`config.mk`:
```
export PLATFORM = sky130hd
export DESIGN_NAME = fps_back
export DESIGN_NICKNAME = d
export VERILOG_FILES = /design/src/rtl/fps_pkg.sv /design/src/rtl/fps_back.sv
export SDC_FILE = /design/constraint.sdc
export NUM_CORES = 1
export LEC_CHECK = 0
export BUFFER_PORTS_ARGS = -buffer_cell sky130_fd_sc_hd__clkbuf_2
export CORE_MARGIN = 1.5
export CORE_UTILIZATION = 30
export CTS_CLUSTER_DIAMETER = 30
export DETAILED_ROUTE_END_ITERATION = 7
export PLACE_DENSITY_LB_ADDON = 0.25
export SLEW_MARGIN = 0
export SYNTH_ARGS = -nofsm -noshare
export SYNTH_HDL_FRONTEND = slang
export SYNTH_SLANG_ARGS = --single-unit
```
`constraint.sdc`:
```
create_clock -name clk -period 4.7 [get_ports clk]
set_input_delay 0.47 -clock clk [delete_from_list [all_inputs] [get_ports clk]]
set_output_delay 0.47 -clock clk [all_outputs]
set_load 0.005 [all_outputs]
```
`src/rtl/fps_pkg.sv`:
```
// Shared types and constants of the five-point stencil smoother.
`default_nettype none

package fps_pkg;

    localparam int ROW_W      = 16;
    localparam int OUT_COL_W  = 11;
    localparam int PIX_IO_W   = 8;
    localparam int CFG_IDX_W  = 2;
    localparam int CFG_DATA_W = 16;
    localparam int COLS_CFG_W = 12;

    localparam logic [CFG_IDX_W-1:0] REG_FRAME_ROWS = 2'd0;
    localparam logic [CFG_IDX_W-1:0] REG_FRAME_COLS = 2'd1;

    // Number of pixels that enter one mean.
    typedef logic [2:0] cnt_t;

    localparam cnt_t CNT_ONE   = 3'd1;
    localparam cnt_t CNT_TWO   = 3'd2;
    localparam cnt_t CNT_THREE = 3'd3;
    localparam cnt_t CNT_FOUR  = 3'd4;
    localparam cnt_t CNT_FIVE  = 3'd5;

    typedef struct packed {
        logic [ROW_W-1:0]     row;
        logic [OUT_COL_W-1:0] col;
        logic                 done;
        cnt_t                 cnt;
    } job_meta_t;

    typedef struct packed {
        logic [PIX_IO_W-1:0]  pixel;
        logic [ROW_W-1:0]     row;
        logic [OUT_COL_W-1:0] col;
        logic                 done;
    } result_t;

endpackage

`default_nettype wire

```
`src/rtl/fps_back.sv`:
```
// Back end: divides each job sum by its pixel count through a reciprocal product.
`default_nettype none

module fps_back #(
    parameter int PIXEL_BITS = 8
) (
    input  wire logic                   clk,
    input  wire logic                   rst_n,
    input  wire logic                   job_empty,
    input  wire fps_pkg::job_meta_t     job_meta,
    input  wire logic [PIXEL_BITS+2:0]  job_sum,
    output logic                        job_pop,
    output logic                        res_push,
    output fps_pkg::result_t            res_data,
    input  wire logic                   res_full
);

    localparam int SUM_W  = PIXEL_BITS + 3;
    localparam int K      = SUM_W + 3;
    localparam int M_W    = K + 1;
    localparam int PROD_W = SUM_W + M_W;

    localparam logic [M_W-1:0] M_DIV1 = M_W'(1) << K;
    localparam logic [M_W-1:0] M_DIV2 = M_W'(1) << (K - 1);
    localparam logic [M_W-1:0] M_DIV4 = M_W'(1) << (K - 2);
    localparam logic [M_W-1:0] M_DIV3 = M_W'((2 ** K) / 3 + 1);
    localparam logic [M_W-1:0] M_DIV5 = M_W'((2 ** K) / 5 + 1);

    logic               s1_valid_reg;
    logic [PROD_W-1:0]  s1_prod_reg;
    fps_pkg::job_meta_t s1_meta_reg;
    logic [M_W-1:0]     m_sel;
    logic               take;

    always_comb
    begin
        unique case (job_meta.cnt)
            fps_pkg::CNT_ONE:   m_sel = M_DIV1;
            fps_pkg::CNT_TWO:   m_sel = M_DIV2;
            fps_pkg::CNT_THREE: m_sel = M_DIV3;
            fps_pkg::CNT_FOUR:  m_sel = M_DIV4;
            fps_pkg::CNT_FIVE:  m_sel = M_DIV5;
            default:            m_sel = M_DIV1;
        endcase
    end

    assign res_push = s1_valid_reg && !res_full;
    assign take     = !job_empty && (!s1_valid_reg || !res_full);
    assign job_pop  = take;

    assign res_data.pixel = fps_pkg::PIX_IO_W'(s1_prod_reg[K +: SUM_W]);
    assign res_data.row   = s1_meta_reg.row;
    assign res_data.col   = s1_meta_reg.col;
    assign res_data.done  = s1_meta_reg.done;

    always_ff @(posedge clk or negedge rst_n)
    begin
        if (!rst_n)
        begin
            s1_valid_reg <= 1'b0;
        end
        else if (take)
        begin
            s1_valid_reg <= 1'b1;
        end
        else if (res_push)
        begin
            s1_valid_reg <= 1'b0;
        end
    end

    always_ff @(posedge clk)
    begin
        if (take)
        begin
            s1_prod_reg <= PROD_W'(job_sum) * PROD_W'(m_sel);
            s1_meta_reg <= job_meta;
        end
    end

endmodule

`default_nettype wire

```
After elaboration in Yosys (flattened, before gate mapping) --
Cells that the tools add are included.
Word-level totals: flip-flop bits (word level) 51, bits of input ports 46, output and inout port bits 38, word-level logic and storage cells 20
Cells by class: $mul 1, equality and inequality tests 4, muxes and demuxes 3, reduce and logical (&&, ||, !) cells 7
Operator list (number):
- 15-bit one-hot mux with 4 select lines | 1
- 11-bit by 15-bit multiplier with 22-bit output | 1
- 3-bit by 2-bit == test with 1-bit output, second input constant | 2
- 3-bit == test, second input constant | 2
- 1-bit zero test | 3
- 1-bit logical AND | 2
- 1-bit two-way mux | 2
- 2-bit nonzero test | 1
- 1-bit logical OR | 1

Logic depth before layout (Yosys ltp) --
Gate-level depths: netlist (run 1).
depth in word-level cells 4, gate-level depth with buffers 23, gate-level depth less buffers 23

Least setup slack after synthesis (run 1) --
No wires, ideal clock.
path type input to register, start input port job_meta[1] in the netlist's numbering, end register s1_prod_reg[21] (data pin), setup time 0.260 ns, arrival 5.379 ns, required time 4.440 ns, slack -0.938 ns, cell stages on the path 21, buffers on the path 1, cell sequence and3b_2 -> clkbuf_1 -> and2_1 -> or2_2 -> inv_1 -> fa_1 -> fa_1 -> fa_1 -> inv_1 -> fa_1 -> inv_1 -> fa_1 -> inv_1 -> ha_1 -> a211oi_1 -> nor2_1 -> a311oi_2 -> o31ai_2 -> o31a_1 -> a41oi_2 -> xnor2_1
On the way: cells in the longest elaborated chain, start to end 3, elaborated cells between the ends (all ways) 6, classes of those cells mul: 1; eq/ne: 4; mux: 1
Ends and longest elaborated chain:
- start, declared | RTL line fps_back.sv:10 | input wire fps_pkg::job_meta_t job_meta,
- 3-bit == test or 3-bit by 2-bit == test with 1-bit output (tied branches) | RTL line fps_back.sv:37 | unique case (job_meta.cnt)
- 15-bit one-hot mux with 4 select lines * | RTL line fps_back.sv:37
- 11-bit by 15-bit multiplier with 22-bit output * | RTL line fps_back.sv:76 | s1_prod_reg <= PROD_W'(job_sum) * PROD_W'(m_sel);
- end signal, assigned | RTL line fps_back.sv:76
- end, declared | RTL line fps_back.sv:30 | logic [PROD_W-1:0] s1_prod_reg;
Every way passes the cells marked *; elsewhere a longest branch is shown, timed or not. A chain may end at the register's enable or synchronous reset.

Worst setup path after layout (run 1) --
start input port job_meta[2] in the netlist's numbering, end register s1_prod_reg[21] (data pin)
Same word-level chain as after synthesis.

==> results.yml, run 1 <==
critical_path:
  critPathKind: "in2reg"
  required_ns: 4.72
  r2r_setup_slack_ns: 2.96
  cp-end-kind: "flop"
  worst_r2r_endpoint: "res_data[5]"
  cp-endpoint: "s1_prod_reg[21]"
  cp-start-kind: "input port"
  critical_path_arrival_ns: 5.12
  crit_path_max_fanout: 5
  setup.worst_path.start: "job_meta[2]"
  rr_startpoint: "s1_valid_reg"
  rr_worst_depth: 2
sta:
  finalCriticalPeriod_ns: 5.10
  fin_ws_ns: -0.401
  holdWs_ns: 0.367
  fmax_ghz: 0.196
  period_share_pct: 109
  hold_viol: 0
  setup_violations: 8
  worst_pin_slew_ns: 0.856
  slew_headroom_pct: 42.8
  rsz0062_at_grt: "yes"
  clock_skew_ns: 0.00348
  final_max_slew_viol_count: 0
clocking:
  cts_root_buf: "clkbuf_16"
  cts_buffers: 5
  path_clk_slew_ns: 0.06
  insertion_delay_ns: 0.28
  htreeDepth: 2
  cts_tree: "done"
  cts_sinks: 37
  cts_max_path_buffers: 2
job:
  cap_violations: 0
placement:
  dp_hpwl_mm: 9.79
  gp_congestion: 0.882
  post-place-ws_ns: -0.935
  placed_area_um2: 6280
  portBuffers: 83
routing:
  routed-via-count: 3518
  routedWlPerCell_um: 12.7
  drtIter0Drc: 86
  routed_wl_mm: 10.9
  avgViaCountPerCell: 4.11
  ant_nets: 0
  drc: 0
  dr.pass1.iters: 4
synth:
  syn-num-nets: 639
  netlist_area_um2: 4830
  synth-xor-area-share_pct: 2.54
  synth_cell_types: 38
  synth_compound_area_share_pct: 4.43
  synth_seq_area_share_pct: 22.9
  yosys.area_share.adder_pct: 49.7
  synth_seq_cells: 37
  synth_top_family_by_area: "adder cells"
  synth-simple-area-share_pct: 8.79
  synthTopCellsByArea: "fa_1, edfxtp_1, ha_1, inv_1, and2_1"
  syn_area_per_cell_um2: 10.7
  yosys_warnings: 0
  synth_top_area_share_pct: 34.4
  synthMuxAreaShare_pct: 0.233
  synth_area_leader_cell: "fa_1"
  synth_cells: 451
floorplanning:
  die_x_um: 130
  fp.dieArea_um2: 16900
  rows: 46
  start_util_pct: 30.5
  io_pins: 84
  coreArea_um2: 15800
  fp.dieH_um: 130
grt:
  overflow: 0
  antenna_found_initial: 0
  grt_pass1_vias: 3909
  grt_pass1_wl_mm: 18.3
  grt_max_degree: 29
  track_usage_pct: 13.8
power:
  seq_power_share_pct: 27.1
  comb_power_share_pct: 49.2
  power.switching_mw: 0.520
  peakVddDrop_v: 0.000136
  leakagePower_nw: 3.58
  p_total_mw: 1.57
  swShare_pct: 33.1
  p_per_area_nw_per_um2: 233
  intPower_mw: 1.05
  p_clk_share_pct: 23.7
min_path:
  min_path_cells: 1
  hp-class: "in2reg"
outcome:
  failed_checks: "setup timing"
  outcome: "complete, but fails checks"
layout:
  ff_latch_area_um2: 1110
  final_layout_size_suffix_gt1_share_pct: 39.6
  finalInstanceArea_um2: 6740
  area_growth_pct: 39.7
  n_fill_cell: 1532
  multi_input_area_um2: 3460
  largest_register_ffs: 28
  diodes: 0
  num-nets-final: 826
-- cell type report --
type                    count  share of cell area, %
multi-input cells         269                   51.3
repair buffers            182                   17.8
flip-flops and latches     37                   16.4
inverters                 143                   7.96
well taps                 216                   4.01
clock buffers               5                   1.86
clock inverters             3                  0.687
-- routing by layer --
layer  part of all wire (%)  vias to the layer above  global-route usage, %
met2                     50                       91                   25.8
li1                       -                     1736                      -
met3                    4.3                       11                   1.64
met5                      0                        -                      0
met1                     44                     1680                   16.6
met4                    1.5                        0                   3.53
-- per-stage QoR --
| stage | std cells | setup TNS (ns) | util (%) |
|---|---|---|---|
| 4_1_cts | 855 | -2.89 | 42.2 |
| 3_3_place_gp | 841 | -6.22 | 39.7 |
| 2_1_floorplan | 451 | -3.58 | - |
| 6_report | 855 | -2.64 | 42.6 |
| 3_5_place_dp | 841 | -6.68 | 39.7 |
| 5_1_grt | 855 | -4.12 | 42.6 |
-- layout by cell type, fill, tap and decap left out, types with 3 or more instances in the layout --
cell,Yosys,final
nand2_1,32,26
fa_1,83,78
fa_2,0,5
nor2b_1,4,4
and2_1,20,14
buf_6,0,3
edfxtp_1,36,36
o21ai_0,7,4
or2_4,0,4
ha_4,0,9
a21o_1,5,5
and2_4,1,7
nor2_1,9,6
clkbuf_2,0,80
inv_2,0,11
clkbuf_16,0,5
nand2_2,0,4
buf_4,0,95
xnor2_1,12,12
inv_1,143,132
ha_1,59,49
-- timing repair --
action	4_1_cts	5_1_grt
endpoints found under the hold margin	1	0
hold buffers	1	0
setup buffers	3	0
cloned	2	0
resized for setup	34	16
pin swaps	30	7
endpoints found under the setup margin	8	8
-- power groups by stage --
stage	registers, mW	logic, mW	clock network (mW)
floorplan	0.436	0.425	0
global placement	0.433	0.694	0
detailed placement	0.433	0.707	0
CTS	0.426	0.758	0.386
global route	0.429	0.883	0.400
finish	0.425	0.773	0.373
-- worst min path at each step --
| stage | start | end |
|---|---|---|
| 6_report | job_meta[4] | res_data[1] |
| 5_1_grt | job_meta[4] | res_data[1] |
| 4_1_cts | job_meta[20] | res_data[17] |
| 3_5_place_dp | rst_n | s1_valid_reg |
| 3_3_place_gp | rst_n | s1_valid_reg |
| 2_1_floorplan | rst_n | s1_valid_reg |
-- cell usage after synthesis --
cell,number
and2_2,2
xnor2_1,12
a311oi_2,1
inv_1,143
nand2b_1,3
nor3b_2,1
o21ai_0,7
mux2_1,1
nor3_1,2
edfxtp_1,36
o31ai_2,1
a41oi_2,1
a31oi_1,2
o31a_1,2
and3b_2,1
dfrtp_1,1
or2_2,4
nand2_1,32
a21o_1,5
nand4b_1,1
a211oi_1,1
fa_1,83
o22ai_1,1
nand3_1,1
nor2_1,9
o41ai_1,1
nand4_1,1
ha_1,59
xor2_1,2
clkbuf_1,2
and2_1,20
a211o_1,1
nor2b_1,4
a21oi_1,4
o21a_1,1
a21oi_2,1
buf_2,1
and2_4,1
-- kinds of logic (layout without fill, tap and decap cells) --
logic type,after synthesis,count (layout)
buffers and inverters,146,333
adders and majority gates,142,142
and+or+nand+nor,82,83
DFF,37,37
AOI/OAI and AO/OA,29,29
xor gates and xnor gates,14,14
muxes,1,1
-- critical path, stage by stage --
cell and delay, ns:
clkbuf_8 0.12, and3b_2 0.25, and2_4 0.17, buf_4 0.13, fa_2 0.59, buf_4 0.11, fa_1 0.44, fa_1 0.51
fa_1 0.49, inv_1 0.05, fa_1 0.47, inv_1 0.06, ha_4 0.22, nor2b_1 0.13, o21ai_1 0.20, o31ai_4 0.11
o31a_1 0.30, a41oi_2 0.18, xnor2_1 0.10
Note: power is estimated with default switching activity, not from simulation.
==> run 2, diff against run 1 <==
- CORE_MARGIN: 1.5 -> 2
==> results.yml, run 2 (synthesized netlist as in run 1, its figures left out) <==
floorplanning:
  coreArea_um2: 15800
  start_util_pct: 30.5
  rows: 46
  fp.dieArea_um2: 17100
  fp.dieH_um: 131
  die_x_um: 131
  io_pins: 84
grt:
  track_usage_pct: 13.5
  grt_pass1_vias: 3930
  antenna_found_initial: 0
  grt_max_degree: 21
  grt_pass1_wl_mm: 18.1
  overflow: 0
critical_path:
  cp-start-kind: "input port"
  cp-endpoint: "s1_prod_reg[18]"
  rr_startpoint: "s1_valid_reg"
  worst_r2r_endpoint: "s1_prod_reg[18]"
  critical_path_arrival_ns: 5.18
  setup.worst_path.start: "job_meta[2]"
  cp-end-kind: "flop"
  crit_path_max_fanout: 4
  required_ns: 4.73
  r2r_setup_slack_ns: 3.05
  rr_worst_depth: 2
  critPathKind: "in2reg"
sta:
  period_share_pct: 110
  fin_ws_ns: -0.454
  setup_violations: 8
  hold_viol: 0
  slew_headroom_pct: 57.6
  worst_pin_slew_ns: 0.635
  rsz0062_at_grt: "yes"
  clock_skew_ns: 0.00309
  finalCriticalPeriod_ns: 5.15
  final_max_slew_viol_count: 0
  fmax_ghz: 0.194
clocking:
  path_clk_slew_ns: 0.06
  htreeDepth: 2
  cts_sinks: 37
  cts_root_buf: "clkbuf_16"
  cts_tree: "done"
  insertion_delay_ns: 0.27
  cts_buffers: 5
  cts_max_path_buffers: 2
layout:
  finalInstanceArea_um2: 6840
  diodes: 0
  final_common_cell: "inv_1"
  num-nets-final: 833
  area_growth_pct: 41.7
  final_layout_size_suffix_gt1_share_pct: 41.2
  largest_register_ffs: 28
  most-common-layout-cells: "inv_1, buf_4, fa_1, clkbuf_2, ha_1"
outcome:
  outcome: "complete, but fails checks"
  failed_checks: "setup timing"
routing:
  drc: 0
  dr.pass1.iters: 4
  routedWlPerCell_um: 12.9
  avgViaCountPerCell: 4.13
  drtIter0Drc: 49
  ant_nets: 0
  routed_wl_mm: 11.1
  routed-via-count: 3558
placement:
  post-place-ws_ns: -0.947
  placed_area_um2: 6280
  gp_congestion: 0.865
  portBuffers: 83
  dp_hpwl_mm: 9.94
power:
  p_per_area_nw_per_um2: 241
  p_total_mw: 1.65
  leakagePower_nw: 3.65
  intPower_mw: 1.12
  peakVddDrop_v: 0.000158
  swShare_pct: 31.9
  comb_power_share_pct: 48.3
  seq_power_share_pct: 25.8
  power.switching_mw: 0.525
  p_clk_share_pct: 26.0
job:
  cap_violations: 0
min_path:
  hp-class: "in2reg"
## run 2: layout make-up
class | count | area (um^2)
fill | 1496 | 8990
timing repair buffer | 189 | 1280
clock buffer | 5 | 125
inverter | 143 | 539
clock inverter | 3 | 68.8
multi-input combinational | 269 | 3450
sequential | 37 | 1110
tap | 216 | 270
## run 2: metal layers
| layer | wire length [um] | track usage, % |
|---|---|---|
| met3 | 516 | 1.30 |
| met5 | 0 | 0 |
| met2 | 5490 | 25.8 |
| met1 | 4920 | 16.1 |
| met4 | 189 | 3.94 |
## run 2: through the flow
stage,TNS (ns),cells,hold slack (ns),util [%]
floorplan,-3.58,451,0.174,-
global placement,-6.25,841,0.246,39.7
detailed placement,-6.90,841,0.251,39.7
CTS,-3.08,857,0.359,42.4
global route,-4.38,862,0.359,43.2
finish,-2.92,862,0.369,43.2
## run 2: power groups by stage
stage                     Combinational [mW]  Sequential, mW  Clock [mW]
after floorplan                        0.425           0.436           0
after global routing                   0.904           0.428       0.452
after global placement                 0.694           0.431           0
after CTS                              0.755           0.425       0.440
final                                  0.795           0.424       0.428
after detailed placement               0.706           0.432           0
## run 2: worst min-delay path by stage
stage / start / end / slack, ns / cells after the start
after global placement: rst_n / s1_valid_reg / 0.25 / 1
after global routing: job_meta[15] / res_data[12] / 0.36 / 1
after CTS: job_meta[17] / res_data[14] / 0.36 / 1
final: job_meta[24] / res_data[21] / 0.37 / 1
after floorplan: rst_n / s1_valid_reg / 0.17 / 0
after detailed placement: rst_n / s1_valid_reg / 0.25 / 1
## run 2: repair_timing
| action | in CTS | in global routing |
|---|---|---|
| setup buffers | 5 | 6 |
| hold buffers | 1 | 0 |
| cloned | 2 | 0 |
| resized for setup | 37 | 26 |
| pin swaps | 25 | 14 |
| endpoints found under the hold margin | 1 | 0 |
| endpoints found under the setup margin | 8 | 8 |
## run 2: worst max-delay path: stages
cell and delay [ns]:
clkbuf_8 0.12, and3b_2 0.23, buf_4 0.14, and2_4 0.15, buf_6 0.12, ha_4 0.25, inv_2 0.04, fa_1 0.46
fa_1 0.49, inv_1 0.05, fa_1 0.49, inv_2 0.04, fa_1 0.54, inv_2 0.04, ha_4 0.21, a211oi_2 0.24
nor2_2 0.09, a311oi_2 0.28, o31ai_4 0.13, o31a_1 0.30, buf_4 0.15, xor2_1 0.13
==> run 3, diff against run 2 <==
- GPL_TIMING_DRIVEN: default -> 0
==> results.yml, run 3 (synthesized netlist as in run 1, its figures left out) <==
routing:
  drc: 0
  routed_wl_mm: 10.5
  avgViaCountPerCell: 4.22
  drtIter0Drc: 91
  routedWlPerCell_um: 13.2
  dr.pass1.iters: 4
  routed-via-count: 3363
  ant_nets: 0
layout:
  final_cell_count_no_fill: 796
  finalInstanceArea_um2: 6290
  multi_input_area_um2: 3420
  final_layout_size_suffix_gt1_share_pct: 34.3
  ff_latch_area_um2: 1110
  most-common-layout-cells: "inv_1, clkbuf_2, fa_1"
  n_fill_cell: 1538
  num-nets-final: 767
  diodes: 0
  final_common_cell: "inv_1"
  largest_register_ffs: 28
  area_growth_pct: 30.3
sta:
  setup_violations: 8
  fin_ws_ns: -0.679
  worst_pin_slew_ns: 0.539
  slew_headroom_pct: 64.0
  fmax_ghz: 0.186
  period_share_pct: 114
  tns_ns: -4.68
  final_max_slew_viol_count: 0
  finalCriticalPeriod_ns: 5.38
  rsz0062_at_grt: "yes"
  clock_skew_ns: 0.00407
  hold_viol: 0
grt:
  grt_pass1_wl_mm: 16.9
  grt_max_degree: 28
  antenna_found_initial: 0
  grt_pass1_vias: 3612
  overflow: 0
  track_usage_pct: 12.6
placement:
  gp_congestion: 0.860
  dp_cells: 751
  post-place-ws_ns: -1.33
  portBuffers: 83
  placed_area_um2: 5630
  dp_hpwl_mm: 8.97
critical_path:
  critPathKind: "in2reg"
  cp-end-kind: "flop"
  crit_path_max_fanout: 5
  rr_startpoint: "s1_valid_reg"
  critical_path_arrival_ns: 5.39
  cp-start-kind: "input port"
  rr_worst_depth: 2
  r2r_setup_slack_ns: 3.34
  required_ns: 4.71
  worst_r2r_endpoint: "s1_prod_reg[20]"
clocking:
  cts_buffers: 5
  cts_max_path_buffers: 2
  path_clk_slew_ns: 0.05
  insertion_delay_ns: 0.27
  cts_sinks: 37
  htreeDepth: 2
  cts_tree: "done"
  cts_root_buf: "clkbuf_16"
power:
  leakagePower_nw: 3.29
  p_per_area_nw_per_um2: 227
  peakVddDrop_v: 0.000186
min_path:
  hp-class: "in2reg"
  min_from: "job_meta[6]"
  min_path_cells: 1
  hold_path_end: "res_data[3]"
floorplanning:
  coreArea_um2: 15800
  fp.dieArea_um2: 17100
  die_x_um: 131
  rows: 46
  fp.dieH_um: 131
  start_util_pct: 30.5
  io_pins: 84
outcome:
  failed_checks: "setup timing"
  outcome: "complete, but fails checks"
job:
  cap_violations: 0
-- run 3: metal layers --
| layer | share of wire, % | GRT usage [%] | wire length [um] | vias up |
|---|---|---|---|---|
| li1 | - | - | - | 1620 |
| met1 | 47 | 16.8 | 4900 | 1640 |
| met2 | 47 | 22.1 | 4900 | 95 |
| met3 | 5.7 | 1.63 | 598 | 8 |
| met4 | 1.2 | 2.75 | 122 | 0 |
| met5 | 0 | 0 | 0 | - |
-- run 3: repair_timing --
action / CTS / global route
buffers inserted: 25 / 10
pin swaps: 10 / 18
setup endpoints to repair: 8 / 8
endpoints found under the hold margin: 1 / 0
resized for setup: 27 / 37
hold buffers: 1 / 0
cloned: 2 / 0
-- run 3: layout make-up --
type	instances	share of cell area (%)
Timing Repair Buffer	122	12.4
Multi-Input combinational cell	268	54.4
Tap cell	216	4.30
Clock inverter	3	0.278
Sequential cell	37	17.6
Inverter	143	8.61
Clock buffer	5	1.99
Buffer	2	0.477
-- run 3: per-stage QoR --
stage,util [%],hold slack [ns],power (mW)
floorplan,-,0.174,0.861
global placement,35.4,0.245,1.03
detailed placement,35.6,0.246,1.04
CTS,38.6,0.365,1.41
global route,39.7,0.362,1.57
finish,39.7,0.372,1.43
-- run 3: where the power goes --
part / switching [mW] / internal [mW]
Sequential: 0.00895 / 0.415
Combinational: 0.368 / 0.327
Clock: 0.117 / 0.194
Total: 0.494 / 0.935
-- run 3: how the worst max path moves through the flow --
stage	start	end	slack, ns	cells after the start
floorplan	job_meta[0]	s1_prod_reg[21]	-0.59	21
global placement	job_meta[1]	s1_prod_reg[21]	-1.26	21
detailed placement	job_meta[1]	s1_prod_reg[21]	-1.33	21
CTS	job_meta[0]	s1_prod_reg[20]	-0.70	22
global route	job_meta[2]	s1_prod_reg[16]	-0.83	24
finish	job_meta[2]	s1_prod_reg[21]	-0.68	25
-- run 3: worst max-delay path, stage by stage --
cell and delay (ns):
clkbuf_16 0.12, and3b_2 0.24, buf_8 0.15, nand2_4 0.09, nand2_4 0.06, buf_4 0.13, buf_4 0.12, buf_4 0.12
buf_4 0.13, buf_4 0.13, buf_4 0.12, ha_2 0.29, inv_1 0.07, fa_1 0.48, inv_1 0.05, fa_2 0.52
fa_1 0.42, fa_1 0.44, ha_1 0.32, o21ai_1 0.16, nand2b_1 0.09, a21o_1 0.17, o31a_1 0.16, a41oi_2 0.19
xnor2_1 0.11
