File: config.mk
export PLATFORM = sky130hd
export DESIGN_NAME = fps_fifo
export DESIGN_NICKNAME = d
export VERILOG_FILES = /design/src/rtl/fps_fifo.sv
export SDC_FILE = /design/constraint.sdc
export NUM_CORES = 1
export LEC_CHECK = 0
export ABC_AREA = 1
export BUFFER_PORTS_ARGS = -buffer_cell sky130_fd_sc_hd__buf_2
export CAP_MARGIN = 20
export CORE_AREA = 10 10 65 73
export DETAILED_ROUTE_END_ITERATION = 10
export DIE_AREA = 0 0 75 83
export HOLD_SLACK_MARGIN = 0.05
export PLACE_DENSITY = 0.74
export SYNTH_ARGS = -nofsm -noshare
export SYNTH_HDL_FRONTEND = slang
export SYNTH_SLANG_ARGS = --single-unit
File: constraint.sdc
create_clock -name clk -period 3.05 [get_ports clk]
set_clock_uncertainty 0.1 [all_clocks]
set_input_delay 0.305 -clock clk [delete_from_list [all_inputs] [get_ports clk]]
set_output_delay 0.305 -clock clk [all_outputs]
set_load 0.02 [all_outputs]
File: src/rtl/fps_fifo.sv
// Small register queue with full and empty flags.
`default_nettype none

module fps_fifo #(
    parameter int W     = 8,
    parameter int DEPTH = 4
) (
    input  wire logic         clk,
    input  wire logic         rst_n,
    input  wire logic         push,
    input  wire logic [W-1:0] wdata,
    output logic              full,
    input  wire logic         pop,
    output logic [W-1:0]      rdata,
    output logic              empty
);

    localparam int AW = $clog2(DEPTH);

    logic [W-1:0]  store [DEPTH];
    logic [AW-1:0] wr_ptr_reg;
    logic [AW-1:0] rd_ptr_reg;
    logic [AW:0]   count_reg;
    logic [AW:0]   count_next;
    logic          wr;
    logic          rd;

    assign full  = (count_reg == (AW+1)'(DEPTH));
    assign empty = (count_reg == '0);
    assign wr    = push && !full;
    assign rd    = pop && !empty;
    assign rdata = store[rd_ptr_reg];

    always_comb
    begin
        case ({wr, rd})
            2'b10:   count_next = count_reg + 1'b1;
            2'b01:   count_next = count_reg - 1'b1;
            default: count_next = count_reg;
        endcase
    end

    always_ff @(posedge clk or negedge rst_n)
    begin
        if (!rst_n)
        begin
            wr_ptr_reg <= '0;
            rd_ptr_reg <= '0;
            count_reg  <= '0;
        end
        else
        begin
            if (wr)
            begin
                wr_ptr_reg <= wr_ptr_reg + 1'b1;
            end
            if (rd)
            begin
                rd_ptr_reg <= rd_ptr_reg + 1'b1;
            end
            count_reg <= count_next;
        end
    end

    always_ff @(posedge clk)
    begin
        if (wr)
        begin
            store[wr_ptr_reg] <= wdata;
        end
    end

endmodule

`default_nettype wire

# Word level (Yosys, flattened, before mapping)

Memories as Yosys holds them, arrays and structs flattened.
Index checks and enable logic that the tools add are counted.

Bits in writable memories: 32
Logic and storage cells: 20
Memories kept: 1
Output and inout bits: 10
Register bits: 7

Reductions and logical operators: 6
Multiplexer cells: 3
Add/subtract/negate cells: 4
Equality and inequality tests: 3

Memories:

| name  | words | width | read ports | clocked after Yosys merged registers in | write ports | line | source |
|---|---|---|---|---|---|---|---|
| store | 4     | 8     | 1          | 0                                       | 1           | 20   | `logic [W-1:0] store [DEPTH];` |

Operators with widths:

| kind                                                                   | number |
|---|---|
| 3-bit one-hot mux with 2 select lines                                  | 1 |
| 2-bit by 1-bit adder with 2-bit output (second input constant)         | 2 |
| 3-bit by 1-bit adder with 3-bit output (second input constant)         | 1 |
| 3-bit equality test (second input constant)                            | 1 |
| 3-bit logical NOT                                                      | 1 |
| 3-bit by 1-bit subtractor with 3-bit output (second input constant)    | 1 |
| 2-bit by 1-bit equality test with 1-bit output (second input constant) | 1 |
| 2-bit equality test (second input constant)                            | 1 |
| 1-bit logical AND                                                      | 2 |
| 1-bit logical NOT                                                      | 2 |
| 1-bit 2-to-1 mux                                                       | 2 |
| 2-bit nonzero test                                                     | 1 |

# Logic depth before layout (Yosys ltp)

Gate-level depths: netlist of run 1.

Depth in word-level cells: 5
Gate-level depth with buffers: 12

# Least setup slack after synthesis of run 1

Ideal clock, no wire load.

Path type: register to register
Start point: reg count_reg[0]
End point: reg count_reg[2]
Data required time: 2.833 ns
Setup time: 0.117 ns
Arrival: 1.547 ns
Stages on the path, launching flop included: 11
Slack: 1.286 ns
Buffers on the path: 0
Clock period less this slack: 1.764 ns
Cells stage by stage: dfrtp_1 -> inv_1 -> nand3_2 -> nand2_4 -> ha_1 -> inv_1 -> fa_1 -> nand2_1 -> nand3_1 -> nand2_1 -> nand2_1

Word-level cells in the longest chain between the ends: 5
Elaborated cells between the ends (all ways): 12
Classes of those cells: 2 x add/sub; 3 x eq/ne; 1 x mux; 6 x reduce/logical

Ends and longest elaborated chain:

| what                                                                                         | line   | source |
|---|---|---|
| start, declared                                                                              | 23     | `logic [AW:0] count_reg;` |
| start signal, assigned                                                                       | 61     | `count_reg <= count_next;` |
| 3-bit equality test / 3-bit logical NOT (equally long branches)                              | 28, 29 |  |
| 1-bit logical NOT (on tied branches)                                                         | 30, 31 |  |
| 1-bit logical AND (on tied branches)                                                         | 30, 31 |  |
| 2-bit by 1-bit equality test with 1-bit output / 2-bit equality test (equally long branches) | 36     | `case ({wr, rd})` |
| 3-bit one-hot mux with 2 select lines / 2-bit nonzero test (equally long branches)           | -      |  |

Parallel ways exist; a longest one is shown, timed or not.
A chain may end at the register's enable or synchronous reset.

# Final worst setup path of run 1

Start point: reg rd_ptr_reg[0]
End point: out rdata[2]

Word-level cells in the longest chain between the ends: 1

Ends and longest elaborated chain:

| what                   | line | source |
|---|---|---|
| start, declared        | 22   | `logic [AW-1:0] rd_ptr_reg;` |
| start signal, assigned | 59   | `rd_ptr_reg <= rd_ptr_reg + 1'b1;` |
| memory read 4 x 8 bit  | -    |  |
| end, declared          | 14   | `output logic [W-1:0] rdata,` |

No other way between the ends.

==> impl_metrics.csv, run 1 <==
group,metric,value,unit
worst_setup_path,critical-path-slowest-cell,"dfrtp_1",
route,vias,1109,
route,routed_via_density,5.02,
route,wire_per_inst,14.6,um
floorplanning,initial_utilization,53.5,%
placement,gp_congestion,0.659,
sta,fin_crit_sh,66.8,%
yosys,synth_fa_ha_area_share,4.71,%
yosys,synth_nets,172,
worst_setup_path,reg2reg_depth,10,
sta,final_max_slew_viol_count,0,
sta,finalSetupTns,0,ns
worst_setup_path,worstSetupPathType,"reg2out",
yosys,yosys_warnings,0,
yosys,muxShareOfSynthArea,0,%
worst_setup_path,worstPathCellList,"inv_2 -> nand2_1 -> o211ai_1 -> nand2_1 -> buf_2",
worst_setup_path,worstSetupEndpointType,"primary output",
floorplanning,num_rows,22,
finish,syn_to_final_growth,15.5,%
yosys,syn-instance-count,154,
placement,port_buffers,21,
finish,drive_gt1_share,18.4,%
route,drc,0,
route,postRouteAntennaNets,0,
grt,met3_usage,4.40,%
pwr,ir_worst_vdd,527,uV
yosys,ys_types,18,
grt,met1_usage,12.5,%
finish,post-route-util,61.8,%
grt,grt_pass1_vias,1064,
yosys,ys_seq_area_share,64.9,%
sta,layout_min_cycle_time,2.04,ns
floorplanning,core-area,0.00328,sq mm
sta,finalSetupViolations,0,
worst_setup_path,crit_top_cell,"nand2_1",
min_path,worstHoldPathCells,1,
grt,antenna_found_initial,0,
grt,grt_start_max_net_pins,34,
grt,grt_pass1_wl,5220,um
min_path,hold_path_class,"in2reg",
sta,rsz0062_at_grt,"no",
floorplanning,die_w,75,um
clock_network,clk_pin_slew,0.12,ns
grt,track_usage,11.0,%
floorplanning,die_height,83,um
yosys,syn_area_per_cell,11.4,sq um
status,status,"completed",
clock_network,insertion_delay,0.35,ns
clock_network,cts_buffers,5,
worst_setup_path,start_kind,"flop",
placement,post-dp-hpwl,2240,um
yosys,synth_top_family_by_area,"simple AND/OR/NAND/NOR gates",
yosys,ys_ff_latch,39,
sta,worst_pin_slew,0.852,ns
worst_setup_path,slowest_delay,0.43,ns
worst_setup_path,path_max_fanout,33,
grt,met2_usage,17.7,%
pwr,powerDensity,982,mW/mm^2
worst_setup_path,crit_required,2.64,ns
route,drt_iter0_drc,56,
finish,final_common_cell,"nand2_1",
grt,busiest_layer,"met2",
route,dr.pass1.iters,4,
finish,nets,202,
clock_network,root_buffer,"clkbuf_4",
yosys,yosys.area_share.simple,13.0,%
sta,relSlewSlack,43.0,%
yosys,synth_compound_area_share,7.14,%
finish,antenna_cells,0,
yosys,yosys.area_share.xor_xnor,0.500,%
pwr,p_leak,0.923,nW
grt,overflow,0,
route,totalWireLength,3230,um
yosys,syn_area,0.00175,sq mm
worst_setup_path,arrival,1.63,ns
sta,timing_hold_violations_final,0,
finish,final_cell_mix,"nand2_1, inv_1, edfxtp_1, buf_2, o211ai_1",
floorplanning,dieArea,0.00623,sq mm
clock_network,htreeDepth,2,
run,cap_violations,0,
sta,clock.fmax,490,MHz
clock_network,cts_tree,"built",
clock_network,clkSinkCount,39,
floorplanning,ios,22,
finish,largest_reg_flops,32,
clock_network,ctsLongestPathBuffers,2,
[through the flow]
step	setup slack (ns)	hold slack (ns)	total power, mW	instances	instance area, sq um
after CTS	0.989	0.0506	2.01	220	2010
final	1.01	0.0704	1.99	221	2020
after global placement	1.23	0.0452	1.52	207	1860
after global routing	0.862	0.0547	2.13	221	2020
after floorplan	1.29	-0.0906	1.38	154	1750
after detailed placement	1.07	0.0460	1.57	207	1860
[path summary, 6_finish.rpt]
| check | startpoint | endpoint | slack, ns |
|---|---|---|---|
| worst max-delay path | rd_ptr_reg[0] | rdata[2] | 1.01 |
| worst min-delay path | wdata[6] | store[2][6] | 0.07 |
| worst max register to register | count_reg[1] | count_reg[2] | 1.03 |
| worst min register to register | count_reg[0] | count_reg[0] | 0.38 |
| max in group asynchronous | rst_n | count_reg[2] | 2.50 |
| min in group asynchronous | rst_n | wr_ptr_reg[0] | 0.19 |
[cells by family (layout without fill, tap and decap cells)]
family | Yosys count | count (layout)
AO/OA/AOI/OAI | 17 | 17
XOR/XNOR | 1 | 1
adder cells (fa/ha/maj) | 6 | 6
buffers and inverters | 38 | 69
flip-flops | 39 | 39
AND/OR/NAND/NOR | 53 | 53
[layer usage]
layer,wire length [um],up-vias
li1,-,565
met1,1330,511
met2,1700,29
met3,186,4
met4,19,0
met5,0,-
[synthesized netlist by cell type (all sizes together)]
master	count	area share (%)
dfrtp	7	10
inv	34	7.3
nor2	4	0.86
o21ai	1	0.29
o211ai	16	6.9
edfxtp	32	55
buf	3	1.7
fa	1	1.1
ha	5	3.6
nand4	1	0.36
xnor2	1	0.50
nand3	7	2.6
clkbuf	1	0.79
nand2	41	9.2
[report_power, final]
| part | switching (mW) | internal, mW | total (mW) |
|---|---|---|---|
| combinational | 0.514 | 0.244 | 0.758 |
| sequential | 0.0787 | 0.717 | 0.796 |
| clock | 0.178 | 0.255 | 0.433 |
[cell type report]
| type | instances | area [sq um] |
|---|---|---|
| clock buffer | 5 | 37.5 |
| sequential | 39 | 1140 |
| timing repair buffer | 27 | 165 |
| multi-input combinational | 77 | 444 |
| fill | 273 | 1250 |
| tap | 36 | 45.0 |
| clock inverter | 3 | 67.6 |
| inverter | 34 | 128 |
[what timing repair did]
action | in CTS | in global routing
endpoints found under the hold margin | 23 | 2
hold buffers | 5 | 1
gates resized for setup | 0 | 0
buffers inserted | 0 | 0
[critical path, delay by kind of cell, from the launching register on]
kind / cells / cell delay, ns
and+or+nand+nor: 2 / 0.18
buffers and inverters: 2 / 0.55
DFF: 1 / 0.43
AOI/OAI and AO/OA: 1 / 0.11
Note: power is estimated with default switching activity, not from simulation.
==> inputs of run 2 (changes only) <==
- ABC_AREA: 1 -> 0
- PLACE_DENSITY: 0.74 -> 0.72
- clock period: 3.05 -> 1.8 ns (I/O delays scaled with it)
==> run 2 against run 1 <==
Count of clock-buffer cells in the layout is the same; flip-flop and latch count did not move; register-to-register slack lost 1.1 ns; core utilization grew 2.2 points; critical endpoint is now count_reg[2]; critical path type is now reg2reg; global-route usage down 0.72 points; area after synthesis decreased by 9.1%; via count fell by 24%; largest cell class unchanged; critical path depth is 4 higher; power increased by 75%; non-clock buffer count rose by 16; the run now ends with setup timing left; highest routed layer unchanged; die area is the same; first-iteration DRC count decreased by 41%.
==> impl_metrics.csv, run 2 <==
group,metric,value,unit
placement,gp_congestion,0.658,
worst_setup_path,critical-path-slowest-cell,"dfrtp_1",
floorplanning,ios,22,
pwr,p_leak,0.829,nW
finish,antenna_cells,0,
grt,antenna_found_initial,0,
pwr,switchingPower,1.13,mW
sta,final_max_slew_viol_count,0,
yosys,yosys.area_share.xor_xnor,3.30,%
run,cap_violations,0,
placement,port_buffers,21,
grt,overflow,0,
route,totalWireLength,2900,um
yosys,synth-main-ff-cell,"edfxtp_1",
worst_setup_path,path_max_fanout,3,
floorplanning,die_height,83,um
yosys,yosys.area_share.simple,4.71,%
yosys,yosys_warnings,0,
finish,nets,145,
pwr,p_clk_share,16.7,%
yosys,muxShareOfSynthArea,12.9,%
yosys,syn_area,0.00159,sq mm
route,dr.pass1.iters,4,
clock_network,cts_tree,"built",
yosys,async_flop_share,17.9,%
yosys,syn_area_per_cell,20.2,sq um
yosys,synth_fa_ha_area_share,5.18,%
finish,final_cell_mix,"edfxtp_1, buf_2, buf_4, buf_6, dlygate4sd3_1",
clock_network,clk_pin_slew,0.11,ns
yosys,synth_nets,97,
sta,timing_hold_violations_final,0,
route,drt_iter0_drc,33,
floorplanning,die_w,75,um
sta,rsz0062_at_grt,"yes",
placement,dpl_cell_area,0.00180,sq mm
grt,grt_pass1_wl,4770,um
route,vias,844,
status,violations,"setup timing",
finish,seqCellArea,0.00114,sq mm
finish,multiInputGateArea,453,sq um
finish,stdcell_area,0.00209,sq mm
worst_setup_path,worstPathCellList,"nor3b_4 -> nor2b_4 -> inv_2 -> ha_4 -> inv_2 -> fa_2 -> xor2_1 -> nor2_1 -> xor2_1",
route,drc,0,
worst_setup_path,worstSetupPathType,"reg2reg",
route,postRouteAntennaNets,0,
worst_setup_path,arrival,2.09,ns
yosys,ys_ff_latch,39,
grt,grt_pass1_vias,978,
finish,drive_gt1_share,49.2,%
yosys,synth_compound_area_share,0.628,%
worst_setup_path,worstSetupEndpointType,"flop",
route,wire_per_inst,17.7,um
worst_setup_path,slowest_delay,0.43,ns
pwr,powerDensity,1660,mW/mm^2
floorplanning,num_rows,22,
placement,post-dp-hpwl,1840,um
yosys,ys_types,19,
pwr,power_frac_comb,43.9,%
pwr,seqPwrFrac,39.4,%
floorplanning,dieArea,0.00623,sq mm
finish,largest_reg_flops,32,
sta,worst_pin_slew,0.424,ns
route,routed_via_density,5.15,
worst_setup_path,crit_required,1.98,ns
yosys,syn-instance-count,79,
pwr,ir_worst_vdd,931,uV
status,status,"finished, violations left",
floorplanning,initial_utilization,48.6,%
sta,layout_min_cycle_time,1.92,ns
yosys,synth_top_cell_area_share,60.3,%
yosys,yosysTopAreaCell,"edfxtp_1",
sta,final.setup.worst_slack,-0.115,ns
min_path,hold_path_class,"in2async",
clock_network,ctsLongestPathBuffers,2,
yosys,synth_top_family_by_area,"multiplexers",
yosys,synth_common_cells,"edfxtp_1, mux4_2, dfrtp_1",
worst_setup_path,start_kind,"flop",
finish,nFillCells,224,
finish,syn_to_final_growth,31.5,%
sta,finalSetupViolations,8,
sta,relSlewSlack,71.8,%
finish,final_common_cell,"edfxtp_1",
yosys,ys_seq_area_share,71.3,%
yosys,synth_most_common_cell,"edfxtp_1",
pwr,p_total,3.48,mW
floorplanning,core-area,0.00328,sq mm
sta,clock.fmax,522,MHz
finish,post-route-util,63.9,%
clock_network,cts_buffers,5,
clock_network,htreeDepth,2,
clock_network,insertion_delay,0.34,ns
yosys,synth_edf_count,32,
grt,track_usage,10.3,%
grt,grt_start_max_net_pins,14,
yosys,synth_area_leaders,"edfxtp_1, mux4_2, dfrtp_1",
clock_network,clkSinkCount,39,
clock_network,root_buffer,"clkbuf_4",
sta,fin_crit_sh,106,%
pwr,internal-power,2.35,mW
pwr,swShare,32.4,%
-- run 2: final cells by class --
type,instances,share of cell area [%]
timing repair buffer,43,17.0
clock inverter,3,2.09
inverter,6,1.08
sequential,39,54.2
clock buffer,5,1.79
tap,36,2.15
multi-input combinational,32,21.6
-- run 2: power groups by stage --
stage	sequential [mW]	clock, mW	combinational (mW)
2_1_floorplan	1.32	0	0.867
3_3_place_gp	1.37	0	1.20
3_5_place_dp	1.39	0	1.23
4_1_cts	1.38	0.594	1.51
5_1_grt	1.40	0.626	1.65
6_report	1.37	0.580	1.53
-- run 2: kinds of logic (layout without fill, tap and decap cells) --
group	after synthesis	count (layout)
compound gates	1	1
buf+inv	8	57
fa+ha+maj	6	6
flops	39	39
xor+xnor	6	6
simple gates	9	9
mux	10	10
-- run 2: repair_timing --
| item | CTS | global route |
|---|---|---|
| gates resized for setup | 22 | 2 |
| setup buffers | 4 | 1 |
| setup endpoints to repair | 10 | 10 |
| endpoints found under the hold margin | 39 | 0 |
| pin swaps | 3 | 1 |
| hold buffers | 9 | 0 |
-- run 2: layer usage --
metal | vias to the layer above | wire [um] | share of wire (%) | global-route usage, %
met2 | 14 | 1560 | 54 | 16.6
li1 | 393 | - | - | -
met5 | - | 0 | 0 | 0
met1 | 432 | 1170 | 40 | 11.7
met3 | 5 | 122 | 4.2 | 4.17
met4 | 0 | 46 | 1.6 | 3.60
-- run 2: stage by stage --
step | setup TNS (ns) | hold slack (ns) | setup WS [ns] | std cells
6_report | -0.224 | 0.0883 | -0.115 | 164
5_1_grt | -0.982 | 0.123 | -0.211 | 164
4_1_cts | -0.412 | 0.0745 | -0.105 | 163
3_5_place_dp | -0.194 | -0.0727 | -0.139 | 142
3_3_place_gp | -0.0538 | -0.0773 | -0.0302 | 142
2_1_floorplan | -0.378 | -0.216 | -0.244 | 79
-- run 2: final timing paths --
kind / cells after the start / slack (ns) / end / start
worst min register to register: 1 / 0.50 / wr_ptr_reg[1] / wr_ptr_reg[1]
max in group asynchronous: 2 / 1.35 / rd_ptr_reg[1] / rst_n
worst max register to register: 9 / -0.12 / count_reg[2] / count_reg[2]
worst max-delay path: 9 / -0.12 / count_reg[2] / count_reg[2]
min in group clk: 4 / 0.16 / rd_ptr_reg[0] / pop
worst min-delay path: 2 / 0.09 / count_reg[2] / rst_n
-- run 2: worst max-delay path, delay by kind of cell, from the launching register on --
kind,cells,cell delay [ns]
DFF,1,0.43
adders and majority gates,2,0.45
and+or+nand+nor,3,0.46
xor gates and xnor gates,2,0.29
buffers and inverters,2,0.11
==> inputs of run 3 (changes only) <==
- CORE_AREA: 10 10 65 73 -> 2 2 57 65
- DIE_AREA: 0 0 75 83 -> 0 0 59 67
- GPL_ROUTABILITY_DRIVEN: unset -> 0
- GPL_TIMING_DRIVEN: unset -> 0
==> run 3 against run 2 <==
Global-route usage up 5.8 points; largest cell class unchanged; highest routed layer unchanged; clock power rose by 3.6%; flip-flop and latch count is the same; critical path depth is the same; the run still ends with setup timing left; die area decreased by 36%; combinational power hardly changed; design area is 0.42% higher; sequential share of layout area about the same; critical endpoint unchanged; worst hold slack worse by 0.019 ns.
==> impl_metrics.csv, run 3 (synthesized netlist as in run 2, its figures left out) <==
group,metric,value,unit
finish,syn_to_final_growth,32.1,%
worst_setup_path,rrSetupSlack,-0.12,ns
clock_network,cts_tree,"built",
pwr,p_total,3.54,mW
finish,final_cell_mix,"edfxtp_1, buf_2, dlygate4sd3_1, buf_6",
worst_setup_path,worstPathCellList,"nor3b_4 -> nor2b_4 -> inv_2 -> ha_4 -> inv_2 -> fa_2 -> xor2_1 -> nor2_1 -> xor2_1",
placement,place_ws,-0.199,ns
route,vias,846,
route,routed_via_density,5.22,
worst_setup_path,crit_buf_inv,2,
worst_setup_path,path_max_fanout,2,
pwr,p_clk_share,17.0,%
pwr,p_leak,0.825,nW
finish,final_common_cell,"edfxtp_1",
clock_network,clk_pin_slew,0.12,ns
sta,layout_min_cycle_time,1.92,ns
sta,final_max_slew_viol_count,0,
floorplanning,die_height,67,um
worst_setup_path,r2r_end,"count_reg[2]",
worst_setup_path,reg2reg_depth,9,
worst_setup_path,path_delay_family,"flip-flops",
status,status,"finished, violations left",
clock_network,ctsLongestPathBuffers,2,
clock_network,insertion_delay,0.35,ns
grt,track_usage,16.0,%
finish,nFillCells,235,
route,drt_iter0_drc,19,
finish,drive_gt1_share,50.8,%
sta,relSlewSlack,72.3,%
clock_network,htreeDepth,2,
sta,finalSetupViolations,10,
pwr,switchingPower,1.15,mW
route,wire_per_inst,17.4,um
sta,fin_hold_ws,0.0688,ns
sta,timing_hold_violations_final,0,
worst_setup_path,arrival,2.10,ns
placement,post-dp-hpwl,1650,um
sta,worst_pin_slew,0.416,ns
finish,nets,143,
pwr,ir_worst_vdd,785,uV
floorplanning,ios,22,
route,dr.pass1.iters,4,
sta,finalSetupTns,-0.651,ns
route,totalWireLength,2820,um
pwr,powerDensity,1680,mW/mm^2
pwr,seqPwrFrac,39.0,%
worst_setup_path,worstSetupEndpointType,"flop",
finish,antenna_cells,0,
sta,clock.fmax,521,MHz
pwr,power_frac_comb,44.0,%
sta,rsz0062_at_grt,"yes",
route,postRouteAntennaNets,0,
min_path,hold_path_class,"in2async",
floorplanning,die_w,59,um
floorplanning,initial_utilization,49.0,%
worst_setup_path,critical-path-slowest-cell,"dfrtp_2",
worst_setup_path,start_kind,"flop",
pwr,internal-power,2.39,mW
run,cap_violations,0,
grt,overflow,0,
placement,port_buffers,21,
clock_network,clkSinkCount,39,
pwr,swShare,32.5,%
worst_setup_path,cp_num_cells,9,
sta,final.setup.worst_slack,-0.120,ns
grt,grt_pass1_vias,895,
grt,grt_pass1_wl,4330,um
finish,stdcell_area,0.00210,sq mm
sta,fin_crit_sh,107,%
status,violations,"setup timing",
worst_setup_path,r2r_start,"count_reg[0]",
grt,antenna_found_initial,0,
worst_setup_path,slowest_delay,0.45,ns
placement,dpl_cell_area,0.00175,sq mm
route,drc,0,
worst_setup_path,worstSetupPathType,"reg2reg",
finish,largest_reg_flops,32,
grt,grt_start_max_net_pins,14,
floorplanning,dieArea,0.00395,sq mm
worst_setup_path,crit_required,1.98,ns
clock_network,cts_buffers,5,
floorplanning,core-area,0.00325,sq mm
floorplanning,num_rows,22,
clock_network,root_buffer,"clkbuf_4",
==> run 3: final cells by class <==
class	instances	area (sq um)	share of cell area, %
flip-flops and latches	39	1140	54.2
repair buffers	40	342	16.2
well taps	36	45.0	2.14
clock buffers	5	37.5	1.78
plain buffers	1	20.0	0.952
inverters	6	22.5	1.07
multi-input cells	32	453	21.5
clock inverters	3	43.8	2.08
==> run 3: worst register-to-register path, stage by stage (launching register included) <==
cell and delay (ns):
dfrtp_2 0.45, nor3b_4 0.24, nor2b_4 0.07, inv_2 0.06, ha_4 0.13, inv_2 0.04, fa_2 0.32, xor2_1 0.16
nor2_1 0.12, xor2_1 0.16
==> run 3: how the worst max path moves through the flow <==
stage	start	endpoint	slack, ns
after CTS	count_reg[1]	count_reg[2]	-0.12
after global placement	count_reg[0]	count_reg[2]	-0.19
after global routing	count_reg[0]	count_reg[2]	-0.21
after floorplan	count_reg[0]	count_reg[2]	-0.24
after detailed placement	count_reg[0]	count_reg[2]	-0.20
final	count_reg[0]	count_reg[2]	-0.12
==> run 3: power groups by stage <==
stage               combinational [mW]  clock, mW  sequential, mW
finish                            1.56      0.601            1.38
global route                      1.68      0.654            1.40
CTS                               1.32      0.611            1.37
detailed placement                1.14          0            1.36
global placement                  1.12          0            1.34
floorplan                        0.867          0            1.32
==> run 3: per-stage QoR <==
stage          utilization (%)  cells
3_5_place_dp              53.8    136
5_1_grt                   64.8    162
2_1_floorplan                -     79
4_1_cts                   62.1    161
3_3_place_gp              53.8    136
6_report                  64.8    162
==> run 3: repair_timing <==
| item | in CTS | in global routing |
|---|---|---|
| setup endpoints to repair | 10 | 11 |
| hold buffers | 9 | 0 |
| setup buffers | 9 | 0 |
| pin swaps | 5 | 0 |
| endpoints found under the hold margin | 39 | 0 |
| cloned | 0 | 1 |
| resized for setup | 9 | 19 |
==> run 3: metal layers <==
layer | wire length, um | GRT usage (%)
met5 | 0 | 0
met2 | 1420 | 23.9
met4 | 66 | 10.2
met3 | 107 | 4.47
met1 | 1230 | 20.4
